## config.mk

```make
export PLATFORM = sky130hd
export DESIGN_NAME = moving_average_cross_signal_top_flat
export DESIGN_NICKNAME = d
export VERILOG_FILES = /design/src/hdl/macs_pkg.sv /design/src/hdl/macs_intf.sv /design/src/hdl/macs_ram.sv /design/src/hdl/macs_csr.sv /design/src/hdl/macs_core.sv /design/src/hdl/moving_average_cross_signal_top.sv /design/src/flat_wrapper.sv
export SDC_FILE = /design/constraint.sdc
export NUM_CORES = 2
export LEC_CHECK = 0
export BUFFER_PORTS_ARGS = -buffer_cell sky130_fd_sc_hd__buf_2
export CORE_ASPECT_RATIO = 1.5
export CORE_UTILIZATION = 30
export DETAILED_ROUTE_END_ITERATION = 8
export PLACE_DENSITY = 0.52
export SYNTH_ARGS = -nofsm -noshare
export SYNTH_HDL_FRONTEND = slang
export SYNTH_SLANG_ARGS = --single-unit
```

## constraint.sdc

```tcl
create_clock -name clock -period 14.9 [get_ports clock]
set_input_delay 3.725 -clock clock [delete_from_list [all_inputs] [get_ports clock]]
set_output_delay 3.725 -clock clock [all_outputs]
set_load 0.1 [all_outputs]
```

## src/hdl/macs_pkg.sv

```systemverilog
// Shared types, constants and register map for the moving average crossover block.
// Used by every other file of the block except macs_intf; depends on nothing.
`timescale 1ns / 1ps

package macs_pkg;

   localparam int unsigned MAX_WINDOW_DEF = 16;

   localparam int unsigned PRICE_W   = 32;
   localparam int unsigned WIN_REG_W = 5;
   localparam int unsigned BAL_W     = 32;
   localparam int unsigned QTY_W     = 16;
   localparam int unsigned COUNT_W   = 32;
   localparam int unsigned BAL_SHIFT = 8;

   localparam int unsigned CSR_ADDR_W = 4;
   localparam int unsigned CSR_DATA_W = 32;

   localparam logic [WIN_REG_W-1:0] FAST_WINDOW_RST     = 5'd5;
   localparam logic [WIN_REG_W-1:0] SLOW_WINDOW_RST     = 5'd10;
   localparam logic [BAL_W-1:0]     ACCOUNT_BALANCE_RST = 32'd2560000;
   localparam logic [QTY_W-1:0]     ORDER_QUANTITY_RST  = 16'd2560;

   typedef enum logic [1:0] {
      REG_FAST_WINDOW     = 2'd0,
      REG_SLOW_WINDOW     = 2'd1,
      REG_ACCOUNT_BALANCE = 2'd2,
      REG_ORDER_QUANTITY  = 2'd3
   } reg_index_type;

   typedef enum logic [1:0] {
      ACT_HOLD = 2'd0,
      ACT_BUY  = 2'd1,
      ACT_SELL = 2'd2
   } action_type;

   typedef enum logic [1:0] {
      CAUSE_NONE    = 2'd0,
      CAUSE_CAPITAL = 2'd1,
      CAUSE_PRICE   = 2'd2
   } cause_type;

   typedef struct packed {
      logic [WIN_REG_W-1:0] fast_window;
      logic [WIN_REG_W-1:0] slow_window;
      logic [BAL_W-1:0]     account_balance;
      logic [QTY_W-1:0]     order_quantity;
   } cfg_type;

endpackage

```

## src/hdl/macs_intf.sv

```systemverilog
// Valid/ready channel interfaces for tick prices and trade decisions.
// Depends on nothing; field widths follow the package constants.
`timescale 1ns / 1ps

interface macs_req_if;
   logic               valid;
   logic               ready;
   logic signed [31:0] price;

   modport source (output valid, output price, input ready);
   modport sink   (input valid, input price, output ready);
endinterface

interface macs_rsp_if;
   logic        valid;
   logic        ready;
   logic [1:0]  action;
   logic        accepted;
   logic [1:0]  reject_cause;
   logic [31:0] order_number;
   logic [31:0] executed_count;

   modport source (output valid, output action, output accepted, output reject_cause,
                   output order_number, output executed_count, input ready);
   modport sink   (input valid, input action, input accepted, input reject_cause,
                   input order_number, input executed_count, output ready);
endinterface

```

## src/hdl/macs_ram.sv

```systemverilog
// Generic RAM: one write port, two read ports with registered read data.
// Depends on macs_pkg for default sizes only.
`timescale 1ns / 1ps

module macs_ram #(
   parameter int unsigned WIDTH = macs_pkg::PRICE_W,
   parameter int unsigned DEPTH = macs_pkg::MAX_WINDOW_DEF
) (
   input  logic                     clock,
   input  logic                     wr_en,
   input  logic [$clog2(DEPTH)-1:0] wr_addr,
   input  logic [WIDTH-1:0]         wr_data,
   input  logic [$clog2(DEPTH)-1:0] rd_addr_a,
   output logic [WIDTH-1:0]         rd_data_a,
   input  logic [$clog2(DEPTH)-1:0] rd_addr_b,
   output logic [WIDTH-1:0]         rd_data_b
);

   logic [WIDTH-1:0] mem [DEPTH];

   always_ff @(posedge clock) begin
      if (wr_en) begin
         mem[wr_addr] <= wr_data;
      end
      rd_data_a <= mem[rd_addr_a];
      rd_data_b <= mem[rd_addr_b];
   end

endmodule

```

## src/hdl/macs_csr.sv

```systemverilog
// APB-style configuration registers: window lengths, balance limit, order quantity.
// Depends on macs_pkg for the register map and cfg_type.
`timescale 1ns / 1ps

module macs_csr (
   input  logic                                clock,
   input  logic                                reset,
   input  logic                                psel,
   input  logic                                penable,
   input  logic                                pwrite,
   input  logic [macs_pkg::CSR_ADDR_W-1:0]     paddr,
   input  logic [macs_pkg::CSR_DATA_W-1:0]     pwdata,
   output logic [macs_pkg::CSR_DATA_W-1:0]     prdata,
   output logic                                pready,
   output macs_pkg::cfg_type                   cfg,
   output logic                                win_wr
);
   import macs_pkg::*;

   reg_index_type        index;
   logic                 wr_en;
   logic [WIN_REG_W-1:0] fast_ff, fast_in;
   logic [WIN_REG_W-1:0] slow_ff, slow_in;
   logic [BAL_W-1:0]     bal_ff, bal_in;
   logic [QTY_W-1:0]     qty_ff, qty_in;

   assign index  = reg_index_type'(paddr[3:2]);
   assign wr_en  = psel && penable && pwrite;
   assign pready = 1'b1;
   assign win_wr = wr_en && ((index == REG_FAST_WINDOW) || (index == REG_SLOW_WINDOW));

   always_comb begin
      fast_in = fast_ff;
      slow_in = slow_ff;
      bal_in  = bal_ff;
      qty_in  = qty_ff;
      if (wr_en) begin
         unique case (index)
            REG_FAST_WINDOW:     fast_in = pwdata[WIN_REG_W-1:0];
            REG_SLOW_WINDOW:     slow_in = pwdata[WIN_REG_W-1:0];
            REG_ACCOUNT_BALANCE: bal_in  = pwdata[BAL_W-1:0];
            REG_ORDER_QUANTITY:  qty_in  = pwdata[QTY_W-1:0];
            default:             fast_in = fast_ff;
         endcase
      end
   end

   always_ff @(posedge clock) begin
      if (reset) begin
         fast_ff <= FAST_WINDOW_RST;
         slow_ff <= SLOW_WINDOW_RST;
         bal_ff  <= ACCOUNT_BALANCE_RST;
         qty_ff  <= ORDER_QUANTITY_RST;
      end else begin
         fast_ff <= fast_in;
         slow_ff <= slow_in;
         bal_ff  <= bal_in;
         qty_ff  <= qty_in;
      end
   end

   always_comb begin
      unique case (index)
         REG_FAST_WINDOW:     prdata = CSR_DATA_W'(fast_ff);
         REG_SLOW_WINDOW:     prdata = CSR_DATA_W'(slow_ff);
         REG_ACCOUNT_BALANCE: prdata = CSR_DATA_W'(bal_ff);
         REG_ORDER_QUANTITY:  prdata = CSR_DATA_W'(qty_ff);
         default:             prdata = '0;
      endcase
   end

   assign cfg.fast_window     = fast_ff;
   assign cfg.slow_window     = slow_ff;
   assign cfg.account_balance = bal_ff;
   assign cfg.order_quantity  = qty_ff;

endmodule

```

## src/hdl/macs_core.sv

```systemverilog
// Price window, running fast/slow sums, crossover decision, risk check and counters.
// Depends on macs_pkg, macs_intf and macs_ram.
`timescale 1ns / 1ps

module macs_core #(
   parameter int unsigned MAX_WINDOW = macs_pkg::MAX_WINDOW_DEF
) (
   input  logic              clock,
   input  logic              reset,
   macs_req_if.sink          req_ch,
   macs_rsp_if.source        rsp_ch,
   input  macs_pkg::cfg_type cfg,
   input  logic              win_wr
);
   import macs_pkg::*;

   localparam int unsigned AW     = $clog2(MAX_WINDOW);
   localparam int unsigned WIN_W  = $clog2(MAX_WINDOW + 1);
   localparam int unsigned XW     = WIN_W + 1;
   localparam int unsigned CNT_W  = $clog2(MAX_WINDOW + 2);
   localparam int unsigned SUM_W  = PRICE_W + $clog2(MAX_WINDOW);
   localparam int unsigned PROD_W = SUM_W + WIN_W + 1;
   localparam int unsigned COST_W = PRICE_W + QTY_W + 1;

   function automatic logic [AW-1:0] sub_mod(input logic [AW-1:0] a, input logic [WIN_W-1:0] w);
      logic [XW-1:0] ax;
      logic [XW-1:0] wx;
      logic [XW-1:0] diff;
      ax = XW'(a);
      wx = XW'(w);
      if (ax >= wx) begin
         diff = ax - wx;
      end else begin
         diff = ax + XW'(MAX_WINDOW) - wx;
      end
      return diff[AW-1:0];
   endfunction

   logic [WIN_W-1:0]          fw, sw;
   logic                      out_free, advance, accept;

   logic                      in_valid_ff, in_valid_in;
   logic signed [PRICE_W-1:0] in_price_ff;

   logic [AW-1:0]             wp_ff, wp_in, wp_inc;
   logic [WIN_W-1:0]          fill_ff, fill_in, fill_next;
   logic signed [SUM_W-1:0]   fsum_ff, fsum_in, ssum_ff, ssum_in;
   logic signed [PRICE_W-1:0] last_ff, last_in;
   logic [COUNT_W-1:0]        sig_ff, sig_in, exec_ff, exec_in;
   logic                      sweep_ff, sweep_in;
   logic [CNT_W-1:0]          cnt_ff, cnt_in;

   logic [AW-1:0]             rd_addr_a, rd_addr_b;
   logic [PRICE_W-1:0]        rd_data_a, rd_data_b;

   logic signed [SUM_W-1:0]   price_x, ev_f, ev_s, sweep_x, fsum_n, ssum_n, f_eff;
   logic signed [PROD_W-1:0]  lhs, rhs;
   logic signed [COST_W-1:0]  cost, limit;
   logic                      warm, acc_f, acc_s;
   action_type                act_c;
   cause_type                 cause_c;
   logic                      ok_c;

   logic                      out_valid_ff, out_valid_in;
   action_type                action_ff;
   logic                      accepted_ff;
   cause_type                 cause_ff;

   always_comb begin
      if (cfg.fast_window == '0) begin
         fw = WIN_W'(1);
      end else if (32'(cfg.fast_window) > MAX_WINDOW) begin
         fw = WIN_W'(MAX_WINDOW);
      end else begin
         fw = WIN_W'(cfg.fast_window);
      end
      if (cfg.slow_window == '0) begin
         sw = WIN_W'(1);
      end else if (32'(cfg.slow_window) > MAX_WINDOW) begin
         sw = WIN_W'(MAX_WINDOW);
      end else begin
         sw = WIN_W'(cfg.slow_window);
      end
   end

   assign out_free     = !out_valid_ff || rsp_ch.ready;
   assign advance      = in_valid_ff && out_free;
   assign req_ch.ready = !sweep_ff && (!in_valid_ff || advance);
   assign accept       = req_ch.valid && req_ch.ready;

   assign wp_inc    = (wp_ff == AW'(MAX_WINDOW - 1)) ? '0 : wp_ff + AW'(1);
   assign fill_next = (fill_ff < WIN_W'(MAX_WINDOW)) ? fill_ff + WIN_W'(1) : fill_ff;

   // Prefetch the entries leaving each window on the next transaction, or the resum entry.
   always_comb begin
      if (sweep_ff && (cnt_ff < CNT_W'(MAX_WINDOW))) begin
         rd_addr_a = sub_mod(wp_ff, WIN_W'(cnt_ff) + WIN_W'(1));
      end else begin
         rd_addr_a = sub_mod(wp_in, fw);
      end
      rd_addr_b = sub_mod(wp_in, sw);
   end

   macs_ram #(
      .WIDTH (PRICE_W),
      .DEPTH (MAX_WINDOW)
   ) u_window (
      .clock     (clock),
      .wr_en     (advance),
      .wr_addr   (wp_ff),
      .wr_data   (in_price_ff),
      .rd_addr_a (rd_addr_a),
      .rd_data_a (rd_data_a),
      .rd_addr_b (rd_addr_b),
      .rd_data_b (rd_data_b)
   );

   // A window of one drops the price written on the previous transaction.
   assign price_x = SUM_W'(in_price_ff);
   assign ev_f    = (fw == WIN_W'(1)) ? SUM_W'(last_ff) : SUM_W'($signed(rd_data_a));
   assign ev_s    = (sw == WIN_W'(1)) ? SUM_W'(last_ff) : SUM_W'($signed(rd_data_b));
   assign sweep_x = SUM_W'($signed(rd_data_a));

   assign fsum_n = fsum_ff + price_x - ((fill_ff >= fw) ? ev_f : '0);
   assign ssum_n = ssum_ff + price_x - ((fill_ff >= sw) ? ev_s : '0);
   assign f_eff  = (fill_next >= fw) ? fsum_n : '0;
   assign warm   = (fill_next >= sw);
   assign lhs    = f_eff * $signed({1'b0, sw});
   assign rhs    = ssum_n * $signed({1'b0, fw});

   assign cost  = in_price_ff * $signed({1'b0, cfg.order_quantity});
   assign limit = $signed(COST_W'({cfg.account_balance, BAL_SHIFT'(0)}));

   always_comb begin
      act_c = ACT_HOLD;
      if (warm) begin
         priority if (lhs > rhs) begin
            act_c = ACT_BUY;
         end else if (lhs < rhs) begin
            act_c = ACT_SELL;
         end else begin
            act_c = ACT_HOLD;
         end
      end
      cause_c = CAUSE_NONE;
      ok_c    = 1'b0;
      if (act_c != ACT_HOLD) begin
         priority if ((act_c == ACT_BUY) && (cost > limit)) begin
            cause_c = CAUSE_CAPITAL;
         end else if ((in_price_ff <= 32'sd0) || (cfg.order_quantity == '0)) begin
            cause_c = CAUSE_PRICE;
         end else begin
            ok_c = 1'b1;
         end
      end
   end

   assign acc_f = (cnt_ff != '0) && (cnt_ff <= CNT_W'(MAX_WINDOW)) &&
                  (cnt_ff <= CNT_W'(fill_ff)) && (cnt_ff <= CNT_W'(fw));
   assign acc_s = (cnt_ff != '0) && (cnt_ff <= CNT_W'(MAX_WINDOW)) &&
                  (cnt_ff <= CNT_W'(fill_ff)) && (cnt_ff <= CNT_W'(sw));

   always_comb begin
      wp_in    = wp_ff;
      fill_in  = fill_ff;
      fsum_in  = fsum_ff;
      ssum_in  = ssum_ff;
      last_in  = last_ff;
      sig_in   = sig_ff;
      exec_in  = exec_ff;
      sweep_in = sweep_ff;
      cnt_in   = cnt_ff;
      priority if (win_wr) begin
         sweep_in = 1'b1;
         cnt_in   = '0;
         fsum_in  = '0;
         ssum_in  = '0;
      end else if (sweep_ff) begin
         cnt_in = cnt_ff + CNT_W'(1);
         if (cnt_ff == CNT_W'(MAX_WINDOW + 1)) begin
            sweep_in = 1'b0;
         end
         if (acc_f) begin
            fsum_in = fsum_ff + sweep_x;
         end
         if (acc_s) begin
            ssum_in = ssum_ff + sweep_x;
         end
      end else if (advance) begin
         wp_in   = wp_inc;
         fill_in = fill_next;
         fsum_in = fsum_n;
         ssum_in = ssum_n;
         last_in = in_price_ff;
         if (act_c != ACT_HOLD) begin
            sig_in = sig_ff + COUNT_W'(1);
         end
         if (ok_c) begin
            exec_in = exec_ff + COUNT_W'(1);
         end
      end else begin
         wp_in = wp_ff;
      end
   end

   assign in_valid_in  = accept ? 1'b1 : (advance ? 1'b0 : in_valid_ff);
   assign out_valid_in = advance ? 1'b1 : (rsp_ch.ready ? 1'b0 : out_valid_ff);

   always_ff @(posedge clock) begin
      if (reset) begin
         in_valid_ff  <= 1'b0;
         out_valid_ff <= 1'b0;
         wp_ff        <= '0;
         fill_ff      <= '0;
         fsum_ff      <= '0;
         ssum_ff      <= '0;
         sig_ff       <= '0;
         exec_ff      <= '0;
         sweep_ff     <= 1'b0;
         cnt_ff       <= '0;
      end else begin
         in_valid_ff  <= in_valid_in;
         out_valid_ff <= out_valid_in;
         wp_ff        <= wp_in;
         fill_ff      <= fill_in;
         fsum_ff      <= fsum_in;
         ssum_ff      <= ssum_in;
         sig_ff       <= sig_in;
         exec_ff      <= exec_in;
         sweep_ff     <= sweep_in;
         cnt_ff       <= cnt_in;
      end
   end

   always_ff @(posedge clock) begin
      last_ff <= last_in;
      if (accept) begin
         in_price_ff <= req_ch.price;
      end
      if (advance) begin
         action_ff   <= act_c;
         accepted_ff <= ok_c;
         cause_ff    <= cause_c;
      end
   end

   assign rsp_ch.valid          = out_valid_ff;
   assign rsp_ch.action         = action_ff;
   assign rsp_ch.accepted       = accepted_ff;
   assign rsp_ch.reject_cause   = cause_ff;
   assign rsp_ch.order_number   = sig_ff;
   assign rsp_ch.executed_count = exec_ff;

endmodule

```

## src/hdl/moving_average_cross_signal_top.sv

```systemverilog
// Moving average crossover signal with pre-trade risk check: one price per clock in, one
// decision per clock out while no stall holds it. Prices pass an input register, then the
// result register; fast and slow sums are kept as running sums fed by a dual-read window
// RAM, so the sustained rate is one transaction per cycle without stalls. A write to
// either window register starts a resum pass over the window RAM, one entry per cycle, and
// req_ch.ready stays low until the pass ends. Other register writes take effect at once.
// Depends on macs_pkg, macs_intf, macs_ram, macs_csr and macs_core.
`timescale 1ns / 1ps

module moving_average_cross_signal_top #(
   parameter int unsigned MAX_WINDOW = macs_pkg::MAX_WINDOW_DEF
) (
   input  logic                            clock,
   input  logic                            reset,
   macs_req_if.sink                        req_ch,
   macs_rsp_if.source                      rsp_ch,
   input  logic                            csr_psel,
   input  logic                            csr_penable,
   input  logic                            csr_pwrite,
   input  logic [macs_pkg::CSR_ADDR_W-1:0] csr_paddr,
   input  logic [macs_pkg::CSR_DATA_W-1:0] csr_pwdata,
   output logic [macs_pkg::CSR_DATA_W-1:0] csr_prdata,
   output logic                            csr_pready
);
   import macs_pkg::*;

   cfg_type cfg;
   logic    win_wr;

   macs_csr u_csr (
      .clock   (clock),
      .reset   (reset),
      .psel    (csr_psel),
      .penable (csr_penable),
      .pwrite  (csr_pwrite),
      .paddr   (csr_paddr),
      .pwdata  (csr_pwdata),
      .prdata  (csr_prdata),
      .pready  (csr_pready),
      .cfg     (cfg),
      .win_wr  (win_wr)
   );

   macs_core #(
      .MAX_WINDOW (MAX_WINDOW)
   ) u_core (
      .clock  (clock),
      .reset  (reset),
      .req_ch (req_ch),
      .rsp_ch (rsp_ch),
      .cfg    (cfg),
      .win_wr (win_wr)
   );

   assert property (@(posedge clock) reset |=> !rsp_ch.valid)
      else $error("result valid after reset");

   assert property (@(posedge clock) disable iff (reset)
      (csr_psel && csr_penable && csr_pwrite &&
       ((csr_paddr[3:2] == REG_FAST_WINDOW) || (csr_paddr[3:2] == REG_SLOW_WINDOW)))
      |=> !req_ch.ready)
      else $error("transaction taken during window resum");

   assert property (@(posedge clock) disable iff (reset)
      (req_ch.valid && req_ch.ready) ##1 rsp_ch.ready |=> rsp_ch.valid)
      else $error("accepted transaction did not reach the result register");

endmodule

```

## src/flat_wrapper.sv

```systemverilog
// flat-port wrapper written by rule: the top's interface ports become plain ports
module moving_average_cross_signal_top_flat import macs_pkg::*;
#(
   parameter int unsigned MAX_WINDOW = macs_pkg::MAX_WINDOW_DEF
)
  (clock, reset, csr_psel, csr_penable, csr_pwrite, csr_paddr, csr_pwdata, csr_prdata, csr_pready, req_ch_valid, req_ch_price, req_ch_ready, rsp_ch_valid, rsp_ch_action, rsp_ch_accepted, rsp_ch_reject_cause, rsp_ch_order_number, rsp_ch_executed_count, rsp_ch_ready);
  macs_req_if req_ch_i ();
  macs_rsp_if rsp_ch_i ();
  input  logic clock;
  input  logic reset;
  input  logic csr_psel;
  input  logic csr_penable;
  input  logic csr_pwrite;
  input  logic [macs_pkg::CSR_ADDR_W-1:0] csr_paddr;
  input  logic [macs_pkg::CSR_DATA_W-1:0] csr_pwdata;
  output logic [macs_pkg::CSR_DATA_W-1:0] csr_prdata;
  output logic csr_pready;
  input wire logic [$bits(req_ch_i.valid)-1:0] req_ch_valid;
  input wire logic [$bits(req_ch_i.price)-1:0] req_ch_price;
  output wire logic [$bits(req_ch_i.ready)-1:0] req_ch_ready;
  output wire logic [$bits(rsp_ch_i.valid)-1:0] rsp_ch_valid;
  output wire logic [$bits(rsp_ch_i.action)-1:0] rsp_ch_action;
  output wire logic [$bits(rsp_ch_i.accepted)-1:0] rsp_ch_accepted;
  output wire logic [$bits(rsp_ch_i.reject_cause)-1:0] rsp_ch_reject_cause;
  output wire logic [$bits(rsp_ch_i.order_number)-1:0] rsp_ch_order_number;
  output wire logic [$bits(rsp_ch_i.executed_count)-1:0] rsp_ch_executed_count;
  input wire logic [$bits(rsp_ch_i.ready)-1:0] rsp_ch_ready;
  assign req_ch_i.valid = req_ch_valid;
  assign req_ch_i.price = req_ch_price;
  assign req_ch_ready = req_ch_i.ready;
  assign rsp_ch_valid = rsp_ch_i.valid;
  assign rsp_ch_action = rsp_ch_i.action;
  assign rsp_ch_accepted = rsp_ch_i.accepted;
  assign rsp_ch_reject_cause = rsp_ch_i.reject_cause;
  assign rsp_ch_order_number = rsp_ch_i.order_number;
  assign rsp_ch_executed_count = rsp_ch_i.executed_count;
  assign rsp_ch_i.ready = rsp_ch_ready;
  moving_average_cross_signal_top #(.MAX_WINDOW(MAX_WINDOW)) u_core (.clock(clock), .reset(reset), .req_ch(req_ch_i), .rsp_ch(rsp_ch_i), .csr_psel(csr_psel), .csr_penable(csr_penable), .csr_pwrite(csr_pwrite), .csr_paddr(csr_paddr), .csr_pwdata(csr_pwdata), .csr_prdata(csr_prdata), .csr_pready(csr_pready));
endmodule
```

# [Yosys cells after proc, flatten, opt, wreduce, memory -nomap -nowiden]
# Memory sizes are Yosys's and may differ from the RTL's. A register that Yosys moved wholly into a read port is not among the register bits.
# Cells that the tools add are included.
[word_totals] register_bits=280 latchBits=0 ramBits=512 mem_bits_ro=0 in_bits=75 output_inout_bits=104 wordCells=156 mem_count=1
[op_classes] addsub=19 n_mul=3 div=0 n_lt_le_gt_ge=19 n_eq_ne=10 n_shift=0 muxes=42 bitwise_logic=3 n_reduce_logical=39
[mem_list] name="u_core.u_core.u_window.mem" depth=16 word_bits=32 rd=2 rd_ports_with_merged_regs=2 wr=1 line="macs_ram.sv:19" text="logic [WIDTH-1:0] mem [DEPTH];"
[ops] op="$mux 36" n=11
[ops] op="$pmux 32 s4" n=1
[ops] op="$mul 36x6->42" n=2
[ops] op="$add 36x32->36" n=2
[ops] op="$add 36x36->36" n=2
[ops] op="$sub 36x36->36" n=2
[ops] op="$add 32x1->32 const B" n=2
[ops] op="$gt 49x41->1" n=1
[ops] op="$mul 32x17->49" n=1
[ops] op="$gt 42x42->1" n=1
[ops] op="$lt 42x42->1" n=1
[ops] op="$le 32x1->1 const B" n=1
[ops] op="$mux 4" n=8
[ops] op="$mux 5" n=5
[ops] op="$sub 4x4->4" n=6
[ops] op="$ge 5x5->1" n=4
[ops] op="$logic_not 16->1" n=1
[ops] op="$ge 4x5->1" n=3
[ops] op="$le 5x5->1" n=3
[ops] op="$mux 1" n=13
[ops] op="$add 4x1->4 const B" n=3
[ops] op="$logic_and 1x1->1" n=12
[ops] op="$reduce_and 2->1" n=6
[ops] op="$add 5x1->5 const B" n=2
[ops] op="other kinds (20)" n=42

# [Longest topological paths before layout]
[depth] ltp_word=18 mapped_depth=58 depth_no_buf=56

# [Hierarchy]
# From an unflattened synthesis, not the netlist that was laid out.
[unflattened] cells_unflattened=7878 area_unflattened_um2=79177.2
[by_module_without_submodules] module="macs_core" n_inst=1 cells_each=6430 area_each_um2=52112.5 seq_area_each_um2=5134.9
[by_module_without_submodules] module="macs_ram" n_inst=1 cells_each=1141 area_each_um2=24188.2 seq_area_each_um2=16656.0
[by_module_without_submodules] module="macs_csr" n_inst=1 cells_each=307 area_each_um2=2876.5 seq_area_each_um2=1161.1

# [Least setup slack after synthesis]
# Ideal clock, no wire load.
[synth_timing] path_kind="register -> register" startpoint="register u_core.u_csr.slow_ff[4]" endpoint="register u_core.u_core.exec_ff[20] (netlist: u_core.u_core.rsp_ch.executed_count[20])" setup_time_ps=121 arrival_time_ps=12239 required_time_ps=14779 slack_ps=2540 stages_incl_launch_ff=56 path_buffers=3 period_less_slack_ps=12360 path_cell_list="dfxtp_1 clkbuf_1 clkinv_1 a21oi_1 clkinv_1 ha_1 nand2b_1 a21oi_1 nor2b_1 o21ai_0 nand2b_1 a21oi_1 clkbuf_1 a21oi_1 fa_1 inv_1 fa_1 a21oi_1 [20 not listed] a221o_1 a21o_1 a21oi_1 o21bai_1 xnor2_1 ha_1 nand4_1 nor3_1 nand4_1 nor4bb_1 a32o_1 or3_1 a31oi_2 nor4b_4 nand4bb_1 buf_6 a211oi_1 mux2_2"
[synth_between] elab_chain_len=17 word_cells_on_any_way=23 classes_between="add/sub (1); mul (2); order compare (5); eq/ne (2); mux (9); reduce/logical (4)"
[synth_lines] element="start, declared" line="macs_csr.sv:23" text="logic [WIN_REG_W-1:0] slow_ff, slow_in;"
[synth_lines] element="start signal, assigned" line="macs_csr.sv:56" text="slow_ff <= slow_in;"
[synth_lines] element="$gt 5x5->1" line="macs_core.sv:79" text="end else if (32'(cfg.slow_window) > MAX_WINDOW) begin"
[synth_lines] element="$mux 5" line="macs_core.sv:79"
[synth_lines] element="$mux 5 (*)" line="macs_core.sv:77" text="if (cfg.slow_window == '0) begin"
[synth_lines] element="parallel branches: the longest is 8 deep, another holds $mul 36x6->42"
[synth_lines] element="$mux 2 (*)" line="macs_core.sv:136" text="if (warm) begin"
[synth_lines] element="$eq 2x1->1" line="macs_core.sv:148" text="priority if ((act_c == ACT_BUY) && (cost > limit)) begin"
[synth_lines] element="$logic_and 1x1->1" line="macs_core.sv:148"
[synth_lines] element="$mux 1" line="macs_core.sv:148"
[synth_lines] element="$mux 1 (*)" line="macs_core.sv:147" text="if (act_c != ACT_HOLD) begin"
[synth_lines] element="$reduce_and 4->1 (no source line) (*)"
[synth_lines] element="end signal, assigned" line="macs_core.sv:229" text="exec_ff <= exec_in;"
[synth_lines] element="end, declared" line="macs_core.sv:49" text="logic [COUNT_W-1:0] sig_ff, sig_in, exec_ff, exec_in;"
# Mark *: on every way between the ends.
# A chain may end at the register's enable or synchronous reset.

# [Final worst setup path]
[layout_timing] startpoint="register u_core.u_csr.slow_ff[4]" endpoint="register u_core.u_core.exec_ff[31] (netlist: u_core.u_core.rsp_ch.executed_count[31])"
# The elaborated chain is that of the path after synthesis.

==> impl_metrics.json <==
{
  "status": "finished with violations",
  "violations": "design-rule violations",
  "cts_buffers": 90,
  "synth_simple_gate_area_share": 0.129,
  "dp_hpwl_mm": 188,
  "grt_usage": 0.189,
  "initial_core_util": 0.302,
  "yosysTopAreaCellShare": 0.218,
  "synth.largest_area_cell": "edfxtp_1",
  "cp_common_cell": "fa_1",
  "hp-class": "reg2reg",
  "synth-async-reset-ratio": 0,
  "die_w_um": 424,
  "ff2ff_setup_slack_ps": 850,
  "syn_nets": 9352,
  "pin_count": 179,
  "vias": 59210,
  "portBuffers": 175,
  "cts.htree.levels": 3,
  "min_period_ps": 14050,
  "tightest_slew_ps": 1160,
  "slowest_delay_ps": 550,
  "hold_ws_ps": 469,
  "dieArea_um2": 269000,
  "area_delta_synth_final_pct": 11.2,
  "maxSlewHeadroom": 0.213,
  "path_clk_slew_ps": 60,
  "slowest_stage": "a221o_1",
  "criticalPathCategory": "reg2reg",
  "cts_num_sinks": 856,
  "yosysWarnings": 0,
  "seq_area_frac_synth": 0.287,
  "drc": 20,
  "ys_top_cells_by_count": "inv_1, nand2_1, fa_1, nor2_1, edfxtp_1",
  "synth_xor_area_frac": 0.0302,
  "core_area_um2": 264000,
  "synth_compound_area_frac": 0.0997,
  "grt-ovfl-total": 0,
  "yosysMostFrequentCell": "inv_1",
  "die_h_um": 634,
  "cts_tree": "done",
  "total_power_mw": 11.1,
  "via_per_inst": 5.09,
  "start_kind": "register",
  "synth-main-ff-cell": "edfxtp_1",
  "synth_area_um2": 80000,
  "placed_area_um2": 85600,
  "postSynthAreaPerCell_um2": 10.1,
  "synthAdderAreaFrac": 0.282,
  "root_buffer": "clkbuf_16",
  "n_fill_cell": 26857,
  "max_clock_freq_mhz": 71.2,
  "clock_skew_ps": 60.4,
  "slew_violations": 0,
  "worstPathMaxFanout": 34,
  "gp_congestion": 0.920,
  "cp.arrival_ps": 14640,
  "final_cell_area_um2": 88900,
  "grt_max_degree": 129,
  "drt_iter0_drc": 3835,
  "setup_tns_ps": 0,
  "drtPass1Iterations": 8,
  "final_hold_viol_count": 0,
  "nets": 9445,
  "rsz0062_at_grt": "no",
  "cp-end-kind": "register",
  "grt_pass1_vias": 62570,
  "netlist_top_cells_area": "edfxtp_1, fa_1, ha_1",
  "grt_pass1_wl_mm": 385,
  "synthCells": 7944,
  "routed_wl_mm": 257,
  "synth_top_family_by_area": "adder cells",
  "insertion_delay_ps": 740,
  "placementRows": 231,
  "ir_drop_v": 0.0000904,
  "p_leak_nw": 38.0,
  "wl_per_cell_um": 22.1,
  "fin_crit_sh": 0.943,
  "cap_viol_max_count": 0,
  "muxShareOfSynthArea": 0.0929,
  "yosysUniqueCellTypes": 95,
  "antenna_found_initial": 13,
  "cellPowerDensity_nw_per_um2": 125,
  "worst_ep_required_time_ps": 15490,
  "final_antenna_net_count": 0,
  "setup-violations-final": 0,
  "synth_seq_cells": 856,
  "layout-drive-gt1-share": 0.119,
  "clockBufferDepth": 3,
  "synth-edff-count": 581
}
-- stage by stage --
step                      cells  utilization  worst slack, ps
final                     11627        0.336              850
after global routing      11620        0.336             60.8
after CTS                 11606        0.336              254
after detailed placement  11438        0.324              289
after global placement    11438        0.324              362
after floorplan            7944            -             2540
-- what timing repair did --
item                       CTS  global route
buffers inserted             0             2
setup endpoints to repair    0            64
resized for setup            0             8
hold buffers                 0             0
-- state kept, by name, summed over array words and instances, names as in the netlist, 2 cells and up --
register,count
u_core.u_csr.qty_ff,16
u_core.u_core.fsum_ff,36
u_core.u_core.rsp_ch.executed_count,32
u_core.u_core.last_ff,32
u_core.u_core.rsp_ch.reject_cause,2
u_core.u_core.fill_ff,5
u_core.u_core.u_window.rd_data_b,32
u_core.u_core.wp_ff,4
u_core.u_csr.bal_ff,32
u_core.u_csr.slow_ff,5
u_core.u_core.u_window.rd_data_a,32
u_core.u_core.cnt_ff,5
u_core.u_csr.fast_ff,5
u_core.u_core.ssum_ff,36
u_core.u_core.rsp_ch.action,2
u_core.u_core.rsp_ch.order_number,32
u_core.u_core.u_window.mem,512
u_core.u_core.in_price_ff,32
-- critical path, delay by kind of cell, from the launching register on --
kind	cells	cell delay, ps
buf+inv	11	1510
mux	1	360
xor+xnor	2	630
compound gates	17	4590
flops	1	490
simple gates	17	2810
fa+ha+maj	8	3390
-- power by group --
part | switching (mW) | total (mW) | internal [mW]
logic | 3.53 | 5.92 | 2.39
registers | 0.118 | 2.76 | 2.64
clock network | 1.07 | 2.44 | 1.37
-- kinds of logic (layout without fill, tap and decap cells) --
family          count (synthesis)  count (layout)
xor+xnor                      276             276
compound gates               1231            1231
other cells                     1              20
mux                           362             362
flops                         856             856
buf+inv                      1644            1813
simple gates                 2241            2241
fa+ha+maj                    1333            1333
-- cells in the final DEF, fill, tap and decap left out, drive strengths merged, types with 102 or more instances in the layout --
cell,instances
clkbuf,124
buf,371
fa,782
nand2,832
dfxtp,275
a211oi,117
xor2,102
and2,262
mux4,293
xnor2,174
o21ai,168
ha,551
nor2,607
a21o,158
edfxtp,581
a21oi,448
inv,1278
-- layout make-up --
cell class / instances / area [µm²] / area share
multi-input cells: 5444 / 51000 / 0.574
flip-flops and latches: 856 / 23000 / 0.258
inverters: 1274 / 4780 / 0.0538
well taps: 3495 / 4370 / 0.0492
clock buffers: 124 / 2560 / 0.0288
repair buffers: 371 / 2530 / 0.0285
clock inverters: 44 / 602 / 0.00677
diodes: 19 / 47.5 / 0.000535
-- metal layers --
layer	routed length [µm]	GRT usage	vias to the layer above
li1	-	-	26876
met1	96600	0.209	30346
met2	138000	0.362	1519
met3	9540	0.0151	467
met4	13300	0.0914	2
met5	14	0	-
-- final timing paths --
| check | from | endpoint | cells past startpoint |
|---|---|---|---|
| hold / removal | u_core.u_csr.bal_ff[27]$_SDFFE_PP0P_ | u_core.u_csr.bal_ff[27]$_SDFFE_PP0P_ | 2 |
| setup / recovery | u_core.u_csr.slow_ff[4]$_SDFFE_PP0P_ | u_core.u_core.rsp_ch.executed_count[31]$_SDFFE_PP0P_ | 56 |
| hold reg to reg | u_core.u_csr.bal_ff[27]$_SDFFE_PP0P_ | u_core.u_csr.bal_ff[27]$_SDFFE_PP0P_ | 2 |
| setup reg to reg | u_core.u_csr.slow_ff[4]$_SDFFE_PP0P_ | u_core.u_core.rsp_ch.executed_count[31]$_SDFFE_PP0P_ | 56 |
Power figures use the tool's default switching activity.
